File: src/rtl/tdfr_pkg.sv
package tdfr_pkg;

  localparam int GRID_WIDTH_DEFAULT  = 16;
  localparam int GRID_HEIGHT_DEFAULT = 16;

  localparam int GLYPH_COLS  = 5;
  localparam int GLYPH_ROWS  = 7;
  localparam int GLYPH_BITS  = GLYPH_COLS * GLYPH_ROWS;
  localparam int DIGIT_PITCH = 6;
  localparam int PAIR_WIDTH  = 11;

  localparam logic [6:0] NUMBER_MAX = 7'd99;

  localparam logic [7:0] FADE_STEPS_RESET   = 8'd50;
  localparam logic [7:0] TARGET_RED_RESET   = 8'd0;
  localparam logic [7:0] TARGET_GREEN_RESET = 8'd255;
  localparam logic [7:0] TARGET_BLUE_RESET  = 8'd255;

  typedef enum logic [7:0] {
    REG_FADE_STEPS   = 8'd0,
    REG_TARGET_RED   = 8'd1,
    REG_TARGET_GREEN = 8'd2,
    REG_TARGET_BLUE  = 8'd3
  } reg_index_t;

  typedef struct packed {
    logic [3:0] tens;
    logic [3:0] ones;
    logic [7:0] red;
    logic [7:0] green;
    logic [7:0] blue;
  } cmd_t;

  typedef struct packed {
    logic full;
    logic empty;
  } q_status_t;

  localparam logic [6:0] FONT [0:9][0:4] = '{
    '{7'h3E, 7'h51, 7'h49, 7'h45, 7'h3E},
    '{7'h00, 7'h42, 7'h7F, 7'h40, 7'h00},
    '{7'h62, 7'h51, 7'h49, 7'h49, 7'h46},
    '{7'h22, 7'h49, 7'h49, 7'h49, 7'h36},
    '{7'h18, 7'h14, 7'h12, 7'h7F, 7'h10},
    '{7'h2F, 7'h49, 7'h49, 7'h49, 7'h31},
    '{7'h3E, 7'h49, 7'h49, 7'h49, 7'h32},
    '{7'h01, 7'h71, 7'h09, 7'h05, 7'h03},
    '{7'h36, 7'h49, 7'h49, 7'h49, 7'h36},
    '{7'h26, 7'h49, 7'h49, 7'h49, 7'h3E}
  };

  // Column-major glyph bits: bit col*GLYPH_ROWS+row.
  function automatic logic [GLYPH_BITS-1:0] glyph_bits(input logic [3:0] digit);
    logic [GLYPH_BITS-1:0] g;
    g = '0;
    if (digit <= 4'd9) begin
      for (int c = 0; c < GLYPH_COLS; c++) begin
        g[c*GLYPH_ROWS +: GLYPH_ROWS] = FONT[digit][c];
      end
    end
    return g;
  endfunction

endpackage

File: src/rtl/tdfr_front.sv
module tdfr_front (
  input  logic                clk,
  input  logic                rst,
  input  logic                push,
  output logic                full,
  input  logic signed [7:0]   shown_number,
  input  logic        [7:0]   step_index,
  input  logic        [7:0]   fade_steps,
  input  logic        [7:0]   target_red,
  input  logic        [7:0]   target_green,
  input  logic        [7:0]   target_blue,
  output logic                cmd_push,
  output tdfr_pkg::cmd_t      cmd_out,
  input  tdfr_pkg::q_status_t cmd_status
);

  typedef enum logic [1:0] {S_IDLE, S_MUL, S_DIV, S_PUSH} state_t;

  typedef struct packed {
    logic [7:0] rem;
    logic [7:0] low;
    logic [7:0] quo;
  } div_t;

  function automatic div_t div_step(input div_t s, input logic [7:0] d);
    div_t       n;
    logic [8:0] t;
    t = {s.rem, s.low[7]};
    n.low = {s.low[6:0], 1'b0};
    if (t >= {1'b0, d}) begin
      n.rem = 8'(t - {1'b0, d});
      n.quo = {s.quo[6:0], 1'b1};
    end else begin
      n.rem = t[7:0];
      n.quo = {s.quo[6:0], 1'b0};
    end
    return n;
  endfunction

  state_t     state;
  logic [2:0] cnt;
  logic [3:0] tens;
  logic [3:0] ones;
  logic [7:0] step_sat;
  div_t       div_r;
  div_t       div_g;
  div_t       div_b;

  logic [7:0]  fade_eff;
  logic [6:0]  num_clamp;
  logic [14:0] tens_prod;
  logic [3:0]  tens_next;
  logic [6:0]  ones_full;
  logic [15:0] prod_r;
  logic [15:0] prod_g;
  logic [15:0] prod_b;

  assign fade_eff = (fade_steps == 8'd0) ? 8'd1 : fade_steps;

  always_comb begin
    if (shown_number[7]) begin
      num_clamp = 7'd0;
    end else if (shown_number[6:0] > tdfr_pkg::NUMBER_MAX) begin
      num_clamp = tdfr_pkg::NUMBER_MAX;
    end else begin
      num_clamp = shown_number[6:0];
    end
  end

  // Divide by ten through the reciprocal 205/2048, exact below 180.
  assign tens_prod = num_clamp * 8'd205;
  assign tens_next = tens_prod[14:11];
  assign ones_full = num_clamp - 7'(tens_next) * 7'd10;

  assign prod_r = target_red   * step_sat;
  assign prod_g = target_green * step_sat;
  assign prod_b = target_blue  * step_sat;

  assign full     = (state != S_IDLE);
  assign cmd_push = (state == S_PUSH) && !cmd_status.full;
  assign cmd_out  = '{tens: tens, ones: ones,
                      red: div_r.quo, green: div_g.quo, blue: div_b.quo};

  always_ff @(posedge clk) begin
    if (rst) begin
      state <= S_IDLE;
      cnt   <= '0;
    end else begin
      unique case (state)
        S_IDLE: begin
          if (push) begin
            tens     <= tens_next;
            ones     <= ones_full[3:0];
            step_sat <= (step_index > fade_eff) ? fade_eff : step_index;
            state    <= S_MUL;
          end
        end
        S_MUL: begin
          div_r <= '{rem: prod_r[15:8], low: prod_r[7:0], quo: 8'd0};
          div_g <= '{rem: prod_g[15:8], low: prod_g[7:0], quo: 8'd0};
          div_b <= '{rem: prod_b[15:8], low: prod_b[7:0], quo: 8'd0};
          cnt   <= '0;
          state <= S_DIV;
        end
        S_DIV: begin
          div_r <= div_step(div_r, fade_eff);
          div_g <= div_step(div_g, fade_eff);
          div_b <= div_step(div_b, fade_eff);
          cnt   <= cnt + 3'd1;
          if (cnt == 3'd7) begin
            state <= S_PUSH;
          end
        end
        S_PUSH: begin
          if (!cmd_status.full) begin
            state <= S_IDLE;
          end
        end
        default: state <= S_IDLE;
      endcase
    end
  end

endmodule

File: src/rtl/tdfr_cmd_fifo.sv
module tdfr_cmd_fifo (
  input  logic                clk,
  input  logic                rst,
  input  logic                push,
  input  tdfr_pkg::cmd_t      din,
  input  logic                pop,
  output tdfr_pkg::cmd_t      dout,
  output tdfr_pkg::q_status_t status
);

  tdfr_pkg::cmd_t mem [2];
  logic           wr_ptr;
  logic           rd_ptr;
  logic [1:0]     count;

  assign status.full  = (count == 2'd2);
  assign status.empty = (count == 2'd0);
  assign dout         = mem[rd_ptr];

  always_ff @(posedge clk) begin
    if (rst) begin
      wr_ptr <= 1'b0;
      rd_ptr <= 1'b0;
      count  <= 2'd0;
    end else begin
      if (push) begin
        mem[wr_ptr] <= din;
        wr_ptr      <= !wr_ptr;
      end
      if (pop) begin
        rd_ptr <= !rd_ptr;
      end
      count <= count + {1'b0, push} - {1'b0, pop};
    end
  end

endmodule

File: src/rtl/tdfr_back.sv
module tdfr_back #(
  parameter int GRID_WIDTH  = tdfr_pkg::GRID_WIDTH_DEFAULT,
  parameter int GRID_HEIGHT = tdfr_pkg::GRID_HEIGHT_DEFAULT
) (
  input  logic                clk,
  input  logic                rst,
  input  tdfr_pkg::cmd_t      cmd_in,
  input  tdfr_pkg::q_status_t cmd_status,
  output logic                cmd_pop,
  output logic                empty,
  input  logic                pop,
  output logic [7:0]          pixel_index,
  output logic [7:0]          red_level,
  output logic [7:0]          green_level,
  output logic [7:0]          blue_level,
  output logic                run_last
);

  localparam int SCAN_BITS = 2 * tdfr_pkg::GLYPH_BITS;
  localparam int X0 = (GRID_WIDTH - tdfr_pkg::PAIR_WIDTH) / 2;
  localparam int Y0 = (GRID_HEIGHT - tdfr_pkg::GLYPH_ROWS) / 2;
  localparam logic [7:0] X0_B    = 8'(X0);
  localparam logic [7:0] FY0_B   = 8'(GRID_HEIGHT - 1 - Y0);
  localparam logic [7:0] W_B     = 8'(GRID_WIDTH);
  localparam logic [7:0] WM1_B   = 8'(GRID_WIDTH - 1);
  localparam logic [7:0] PITCH_B = 8'(tdfr_pkg::DIGIT_PITCH);
  localparam logic [2:0] ROW_LAST = 3'(tdfr_pkg::GLYPH_ROWS - 1);
  localparam logic [2:0] COL_LAST = 3'(tdfr_pkg::GLYPH_COLS - 1);

  logic                 busy;
  logic [SCAN_BITS-1:0] bits;
  logic [2:0]           row;
  logic [2:0]           col;
  logic                 glyph;
  logic [7:0]           red;
  logic [7:0]           green;
  logic [7:0]           blue;
  logic                 out_valid;

  logic        slot_free;
  logic        advance;
  logic        emit;
  logic        scan_done;
  logic [7:0]  x_b;
  logic [7:0]  fy_b;
  logic [15:0] row_base;
  logic [7:0]  index_b;

  assign slot_free = !out_valid || pop;
  assign advance   = busy && (!bits[0] || slot_free);
  assign emit      = busy && bits[0] && slot_free;
  assign scan_done = glyph && (col == COL_LAST) && (row == ROW_LAST);
  assign cmd_pop   = !busy && !cmd_status.empty;
  assign empty     = !out_valid;

  assign x_b      = X0_B + (glyph ? PITCH_B : 8'd0) + {5'd0, col};
  assign fy_b     = FY0_B - {5'd0, row};
  assign row_base = fy_b * W_B;
  assign index_b  = row_base[7:0] + (fy_b[0] ? (WM1_B - x_b) : x_b);

  always_ff @(posedge clk) begin
    if (rst) begin
      busy      <= 1'b0;
      out_valid <= 1'b0;
    end else begin
      if (cmd_pop) begin
        busy  <= 1'b1;
        bits  <= {tdfr_pkg::glyph_bits(cmd_in.ones), tdfr_pkg::glyph_bits(cmd_in.tens)};
        row   <= '0;
        col   <= '0;
        glyph <= 1'b0;
        red   <= cmd_in.red;
        green <= cmd_in.green;
        blue  <= cmd_in.blue;
      end
      if (advance) begin
        bits <= {1'b0, bits[SCAN_BITS-1:1]};
        if (row == ROW_LAST) begin
          row <= '0;
          if (col == COL_LAST) begin
            col   <= '0;
            glyph <= 1'b1;
          end else begin
            col <= col + 3'd1;
          end
        end else begin
          row <= row + 3'd1;
        end
        if (scan_done) begin
          busy <= 1'b0;
        end
      end
      if (emit) begin
        out_valid   <= 1'b1;
        pixel_index <= index_b;
        red_level   <= red;
        green_level <= green;
        blue_level  <= blue;
        run_last    <= ~|bits[SCAN_BITS-1:1];
      end else if (pop) begin
        out_valid <= 1'b0;
      end
    end
  end

endmodule

File: src/rtl/two_digit_font_pixel_renderer.sv
// Renders a number clamped to 0..99 as two 5x7 glyphs centred on a serpentine
// LED matrix and delivers one beat per lit pixel (strip index and RGB level),
// with run_last on the final pixel of each frame; the consumer clears the frame
// first. The pixel scanner loads a number and then walks the 70 font bits of both
// glyphs one per cycle, stalling only when pop is held low while a pixel waits.
// The color stage (clamp, digit split, multiply, 8-step divide) takes one number
// at a time, holding full until its command is queued, and runs ahead of the
// scanner through a two-entry command queue. Configuration registers: 0 fade
// steps, 1 target red, 2 target green, 3 target blue; cfg_ready is always high.
module two_digit_font_pixel_renderer #(
  parameter int GRID_WIDTH  = tdfr_pkg::GRID_WIDTH_DEFAULT,
  parameter int GRID_HEIGHT = tdfr_pkg::GRID_HEIGHT_DEFAULT
) (
  input  logic              clk,
  input  logic              rst,
  input  logic              push,
  output logic              full,
  input  logic signed [7:0] shown_number,
  input  logic        [7:0] step_index,
  output logic              empty,
  input  logic              pop,
  output logic        [7:0] pixel_index,
  output logic        [7:0] red_level,
  output logic        [7:0] green_level,
  output logic        [7:0] blue_level,
  output logic              run_last,
  input  logic              cfg_valid,
  output logic              cfg_ready,
  input  logic        [7:0] cfg_index,
  input  logic        [7:0] cfg_data
);

  logic [7:0] fade_steps;
  logic [7:0] target_red;
  logic [7:0] target_green;
  logic [7:0] target_blue;

  logic                cmd_push;
  logic                cmd_pop;
  tdfr_pkg::cmd_t      cmd_wr;
  tdfr_pkg::cmd_t      cmd_rd;
  tdfr_pkg::q_status_t cmd_status;

  assign cfg_ready = 1'b1;

  always_ff @(posedge clk) begin
    if (rst) begin
      fade_steps   <= tdfr_pkg::FADE_STEPS_RESET;
      target_red   <= tdfr_pkg::TARGET_RED_RESET;
      target_green <= tdfr_pkg::TARGET_GREEN_RESET;
      target_blue  <= tdfr_pkg::TARGET_BLUE_RESET;
    end else if (cfg_valid && cfg_ready) begin
      unique case (cfg_index)
        tdfr_pkg::REG_FADE_STEPS:   fade_steps   <= cfg_data;
        tdfr_pkg::REG_TARGET_RED:   target_red   <= cfg_data;
        tdfr_pkg::REG_TARGET_GREEN: target_green <= cfg_data;
        tdfr_pkg::REG_TARGET_BLUE:  target_blue  <= cfg_data;
        default: ;
      endcase
    end
  end

  tdfr_front u_front (
    .clk          (clk),
    .rst          (rst),
    .push         (push),
    .full         (full),
    .shown_number (shown_number),
    .step_index   (step_index),
    .fade_steps   (fade_steps),
    .target_red   (target_red),
    .target_green (target_green),
    .target_blue  (target_blue),
    .cmd_push     (cmd_push),
    .cmd_out      (cmd_wr),
    .cmd_status   (cmd_status)
  );

  tdfr_cmd_fifo u_cmd_fifo (
    .clk    (clk),
    .rst    (rst),
    .push   (cmd_push),
    .din    (cmd_wr),
    .pop    (cmd_pop),
    .dout   (cmd_rd),
    .status (cmd_status)
  );

  tdfr_back #(
    .GRID_WIDTH  (GRID_WIDTH),
    .GRID_HEIGHT (GRID_HEIGHT)
  ) u_back (
    .clk         (clk),
    .rst         (rst),
    .cmd_in      (cmd_rd),
    .cmd_status  (cmd_status),
    .cmd_pop     (cmd_pop),
    .empty       (empty),
    .pop         (pop),
    .pixel_index (pixel_index),
    .red_level   (red_level),
    .green_level (green_level),
    .blue_level  (blue_level),
    .run_last    (run_last)
  );

  a_no_overflow: assert property (@(posedge clk) disable iff (rst)
    !(cmd_push && cmd_status.full))
    else $error("command queue written while full");

  a_no_underflow: assert property (@(posedge clk) disable iff (rst)
    !(cmd_pop && cmd_status.empty))
    else $error("command queue read while empty");

  a_push_then_busy: assert property (@(posedge clk) disable iff (rst)
    (push && !full) |=> full)
    else $error("color stage took a number without going busy");

endmodule
File: config.mk
export PLATFORM = sky130hd
export DESIGN_NAME = two_digit_font_pixel_renderer
export DESIGN_NICKNAME = d
export VERILOG_FILES = /design/src/rtl/tdfr_pkg.sv /design/src/rtl/tdfr_front.sv /design/src/rtl/tdfr_cmd_fifo.sv /design/src/rtl/tdfr_back.sv /design/src/rtl/two_digit_font_pixel_renderer.sv
export SDC_FILE = /design/constraint.sdc
export NUM_CORES = 1
export LEC_CHECK = 0
export BUFFER_PORTS_ARGS = -buffer_cell sky130_fd_sc_hd__buf_2
export CORE_ASPECT_RATIO = 0.8
export CORE_MARGIN = 2
export CORE_UTILIZATION = 47
export CTS_BUF_LIST = sky130_fd_sc_hd__clkbuf_2 sky130_fd_sc_hd__clkbuf_4 sky130_fd_sc_hd__clkbuf_8
export CTS_CLUSTER_DIAMETER = 120
export DETAILED_ROUTE_END_ITERATION = 7
export GPL_ROUTABILITY_DRIVEN = 0
export PLACE_DENSITY = 0.62
export SETUP_SLACK_MARGIN = 0.05
export SLEW_MARGIN = 20
export SYNTH_ARGS = -nofsm -noshare
export SYNTH_HDL_FRONTEND = slang
export SYNTH_SLANG_ARGS = --single-unit
File: constraint.sdc
create_clock -name clk -period 8.1 [get_ports clk]
set_input_delay 0.81 -clock clk [delete_from_list [all_inputs] [get_ports clk]]
set_output_delay 0.81 -clock clk [all_outputs]
set_load 0.03 [all_outputs]
=== Yosys cells after proc, flatten, opt, wreduce, memory -nomap -nowiden ===
Memory sizes are Yosys's and may differ from the RTL's. A register that Yosys moved wholly into a read port is not among the register bits.
Index checks and enable logic that the tools add are counted.

* Equality and inequality tests: 13
* Bitwise operators: 3
* Mux-type cells: 49
* Order comparisons: 9
* Div/mod/pow operators: 0
* Shift-type cells: 0
* Reductions and logical operators: 36
* Add/sub/neg operators: 14
* Multiply operators: 5

{| class="wikitable"
|+ Operators by type and width
! kind !! number
|-
| $mux 35 || 6
|-
| $pmux 24 s2 || 3
|-
| $mux 70 || 1
|-
| $mux 69 || 1
|-
| $reduce_or 69->1 || 1
|-
| $mul 8x8->16 || 3
|-
| $mux 8 || 6
|-
| $ge 9x8->1 || 3
|-
| $mux 3 || 8
|-
| $sub 8x8->8 || 3
|-
| $mux 1 || 17
|-
| $eq 8x2->1 const B || 2
|-
| $logic_not 8->1 || 2
|-
| $reduce_and 2->1 || 8
|-
| $mul 7x8->15 const B || 1
|-
| $mux 7 || 2
|-
| $ge 5x5->1 const B || 2
|-
| $not 4->5 || 2
|-
| $add 3x1->3 const B || 3
|-
| $eq 3x3->1 const B || 3
|-
| $add 2x8->8 const A || 1
|-
| $add 8x3->8 || 1
|-
| $add 8x8->8 || 1
|-
| $eq 8x1->1 const B || 1
|-
| 23 further kinds || 48
|}

* Output and inout bits: 36
* Memories: 3
* Memory bits (writable): 64
* Word-level logic and storage cells: 168
* Bits of input ports: 37
* Latch bits: 0
* Register bits: 265
* Bits in read-only memories: 1120

{| class="wikitable"
|+ Memory list
! name !! depth !! width !! rd ports !! clocked after memory_dff !! wr ports !! RTL line !! source
|-
| (name not given) || 16 || 35 || 1 || 0 || 0 || tdfr_pkg.sv:58 || <nowiki>g[c*GLYPH_ROWS +: GLYPH_ROWS] = FONT[digit][c];</nowiki>
|-
| (name not given) || 16 || 35 || 1 || 0 || 0 || tdfr_pkg.sv:58 ||
|-
| u_cmd_fifo.mem || 2 || 32 || 1 || 1 || 1 || tdfr_cmd_fifo.sv:11 || <nowiki>tdfr_pkg::cmd_t mem [2];</nowiki>
|}

=== Longest topological paths before layout ===
* Word-level depth: 7
* Depth in mapped cells: 22
* Mapped depth without buffers: 22

=== Hierarchy ===
Synthesis repeated with hierarchy kept, for this count alone.

* Cell total of the unflattened synthesis: 1973
* Area, all modules: 22312.6 um^2

{| class="wikitable"
|+ By module, submodules not included
! module !! cells an instance !! instances !! sequential area each (um^2) !! area an instance (um^2)
|-
| tdfr_front || 1282 || 1 || 2742.6 || 12379.4
|-
| tdfr_back || 441 || 1 || 4063.9 || 5919.4
|-
| tdfr_cmd_fifo || 121 || 1 || 2021.9 || 2686.3
|-
| two_digit_font_pixel_renderer || 129 || 1 || 640.6 || 1327.5
|}

=== Worst setup path before layout ===
No wires, ideal clock.

* Path type: input port to flip-flop
* Start: input rst
* End: register u_back.bits[0], enable pin
* Library setup time: 636 ps
* Stages on the path: 2
* Buffers on the path: 1
* Setup slack: 907 ps
* Required time: 7464 ps
* Arrival time: 6557 ps
* Cells stage by stage: clkbuf_1 -> a311oi_1

* Word-level cells in the longest chain between the ends: 2

{| class="wikitable"
|+ Ends and longest elaborated chain
! what !! RTL line !! source
|-
| start, declared || two_digit_font_pixel_renderer.sv:15 || <nowiki>input logic rst,</nowiki>
|-
| $not 1->1 (no source line) || - ||
|-
| $reduce_and 2->1 (no source line) || - ||
|-
| end signal, assigned || tdfr_back.sv:68 || <nowiki>bits <= {tdfr_pkg::glyph_bits(cmd_in.ones), tdfr_pkg::glyph_bits(cmd_in.tens)};</nowiki>
|-
| end signal, assigned || tdfr_back.sv:77 || <nowiki>bits <= {1'b0, bits[SCAN_BITS-1:1]};</nowiki>
|-
| end, declared || tdfr_back.sv:31 || <nowiki>logic [SCAN_BITS-1:0] bits;</nowiki>
|}

Every way passes these cells.
A chain may end at the register's enable or synchronous reset.

=== Worst setup path after layout ===
* Start: register u_front.step_sat[4]
* End: register u_front.div_g[21] (netlist bit) (data pin)

* Word-level cells in the longest chain between the ends: 2

{| class="wikitable"
|+ Ends and longest elaborated chain
! what !! RTL line !! source
|-
| start, declared || tdfr_front.sv:44 || <nowiki>logic [7:0] step_sat;</nowiki>
|-
| start signal, assigned || tdfr_front.sv:94 || <nowiki>step_sat <= (step_index > fade_eff) ? fade_eff : step_index;</nowiki>
|-
| $mul 8x8->16 || tdfr_front.sv:76 || <nowiki>assign prod_g = target_green * step_sat;</nowiki>
|-
| $pmux 24 s2 || tdfr_front.sv:89 || <nowiki>unique case (state)</nowiki>
|-
| end signal, assigned || tdfr_front.sv:100 || <nowiki>div_g <= '{rem: prod_g[15:8], low: prod_g[7:0], quo: 8'd0};</nowiki>
|-
| end signal, assigned || tdfr_front.sv:107 || <nowiki>div_g <= div_step(div_g, fade_eff);</nowiki>
|-
| end, declared || tdfr_front.sv:46 || <nowiki>div_t div_g;</nowiki>
|}

Every way passes these cells.

==> reports/qor.yml <==
status: "finished clean"
cts_tree: "done"
use_met3_pct: 3.49
slew_violations: 0
place_area_um2: 22800
drt_wl_total_um: 46700
power.leakage_nw: 10.5
yosysTopAreaCell: "edfxtp_1"
synth_area_um2: 21800
rsz0062_at_grt: "no"
layout-drive-gt1-share_pct: 12.3
fp.dieW_um: 245
regToRegStartpoint: "u_front.step_sat[4]"
die_area_um2: 48100
synth_edf_count: 286
drt_iter0_markers: 906
synth_xor_area_share_pct: 2.21
ant_nets: 0
fmax_mhz: 187
synthDistinctLibCells: 71
clk_latency_ns: 0.65
hold_path.class: "flip-flop to flip-flop"
ys_top_cells_by_area: "edfxtp_1 39%, ha_1 12%, fa_1 11%"
crit_path_max_incr_delay_ns: 1.01
finalInstanceArea_um2: 24000
coreArea_um2: 45700
tightest_slew_ns: 1.01
grt-busiest-layer: "met2"
die_h_um: 197
synth_compound_area_share_pct: 8.67
synth_top_family_by_area: "adder cells"
layout-area-overhead-vs-synth_pct: 10.2
synth_mux_area_share_pct: 5.01
cp-start-kind: "flip-flop"
cts_buffer_depth: 3
critPathMostFrequentCell: "fa_1"
synth.ff_latch_count: 330
met2_usage_pct: 30.0
slew_headroom_pct: 32.8
numCtsBuffers: 55
clk_pin_slew_worst_paths_ns: 0.07
synth-main-ff-cell: "edfxtp_1"
max_cap_violations: 0
vias: 14348
worst-path-buf-inv: 1
yosys.area_share.simple_pct: 12.8
drt-vias-per-instance: 5.37
detail_route.wl_per_cell_um: 17.5
p_per_area_nw_per_um2: 372
grt_pass1_vias: 14454
grt_use_total_pct: 19.9
dr.pass1.iters: 5
power_mw: 8.92
synth.top_cell.area_share_pct: 39.4
start_util_pct: 47.6
cts-root-buf: "clkbuf_8"
place.detailed.hpwl_um: 33100
path_max_fanout: 24
htree_levels: 2
final_cell_mix: "286 x edfxtp_1, 215 x inv_1, 215 x nand2_1, 202 x ha_1, 126 x and2_1"
cp-end-kind: "flip-flop"
final_common_cell: "edfxtp_1"
cpLargestDelayFamily: "adder cells"
setup_viol: 0
grt_max_degree: 77
worstSetupPathType: "flip-flop to flip-flop"
fin_crit_ns: 5.36
synth-seq-area-share_pct: 43.5
required_ns: 8.47
synth_fa_ha_area_share_pct: 22.8
drc: 0
n_fill_cell: 4034
io_pins: 73
grtUsageMet1_pct: 29.4
irDropWorstVdd_mv: 0.254
hold_buffers: 0
grt_pass1_wl_um: 76100
port_buffers: 71
clkSinkCount: 330
fin_skew_ns: 0.0416
syn_inst: 1940
antenna_found_initial: 1
setup_tns_ns: 0
finalHoldViolCount: 0
critPathArrivalTime_ns: 5.72
ys_async_sr_fraction_pct: 0
min_period_over_period_pct: 66.1
startpoint: "u_front.step_sat[4]"
cts_setup_buffers: 0
syn_area_per_cell_um2: 11.2
grt_overflow: 0
yosysWarnings: 0
postCtsResizedCells: 0
hp-start: "u_back.red[7]"
final_nets: 2375
critPathSlowestCell: "edfxtp_1"
synth_fp_nets: 2301
path_cells: "nand2_1 > fa_1 > fa_1 > inv_1 > fa_1 > fa_1 > ha_1 > a21boi_1 > o41ai_1 > a21oi_1 > xnor2_1 > mux2i_1"
fin_util_pct: 52.5
std_cell_rows: 70
sequential cells by signal (all words and copies together), names as in the netlist, 8 cells and up, named ones only:
name,count
fade_steps,8
target_blue,8
target_green,8
target_red,8
u_back.bits,70
u_back.blue,8
u_back.blue_level,8
u_back.green,8
u_back.green_level,8
u_back.pixel_index,8
u_back.red,8
u_back.red_level,8
u_cmd_fifo.mem,64
u_front.cmd_out,24
u_front.div_b,16
u_front.div_g,16
u_front.div_r,16
u_front.step_sat,8
report_power, final:
part	total (mW)	switching, mW	internal, mW
clock network	1.63	0.711	0.920
logic	4.45	2.56	1.89
registers	2.84	0.239	2.60
total	8.92	3.51	5.41
per-layer routing:
metal  share of wire, %  up-vias
met1                 49     7120
met3                5.4       72
met5                  0        -
met2                 44      300
met4                2.2        0
li1                   -     6856
area by class of cell:
cell class	instances	area (um^2)	share of cell area, %
clock inverter	30	287	1.19
sequential	330	9470	39.4
multi-input combinational	1328	11300	47.0
tap	612	766	3.19
timing repair buffer	84	453	1.89
clock buffer	73	936	3.90
antenna	1	2.50	0.0104
inverter	215	807	3.36
synth_stat cells, types with 8 or more instances:
master / n
xnor2_1: 30
nand4_1: 12
a211oi_1: 9
a22o_1: 12
mux2i_1: 55
o211ai_1: 10
nand2_1: 215
o21ai_0: 67
nor4_1: 20
a21oi_1: 63
fa_1: 121
o21a_1: 18
nor2b_1: 22
clkbuf_1: 48
mux2_2: 48
a21o_1: 42
and3_1: 10
dfxtp_1: 44
nor3_1: 19
nor2_1: 85
nand3_1: 16
inv_1: 215
ha_1: 203
o31ai_1: 16
edfxtp_1: 286
nand2b_1: 14
xor2_1: 25
and2_1: 126
buf_2: 8
kinds of logic (layout without fill, tap and decap cells):
group	count (synthesis)	after routing
compound gates	282	282
xor+xnor	55	55
fa+ha+maj	324	324
buf+inv	282	402
flops	330	330
mux	103	103
other cells	1	2
simple gates	563	563
final timing paths:
kind                               to  slack (ns)  cells past startpoint
setup reg to reg    u_front.div_g[21]        2.74                     12
hold reg to reg   u_back.red_level[7]        0.40                      0
hold / removal    u_back.red_level[7]        0.40                      0
setup / recovery    u_front.div_g[21]        2.74                     12
per-stage QoR:
stage | worst slack, ns | cells | hold slack (ns)
3_3_place_gp | 2.58 | 2569 | 0.403
3_5_place_dp | 2.42 | 2569 | 0.405
5_1_grt | 2.47 | 2672 | 0.427
4_1_cts | 2.82 | 2672 | 0.410
6_report | 2.74 | 2673 | 0.405
2_1_floorplan | 0.907 | 1940 | 0.400
Power figures use the tool's default switching activity.
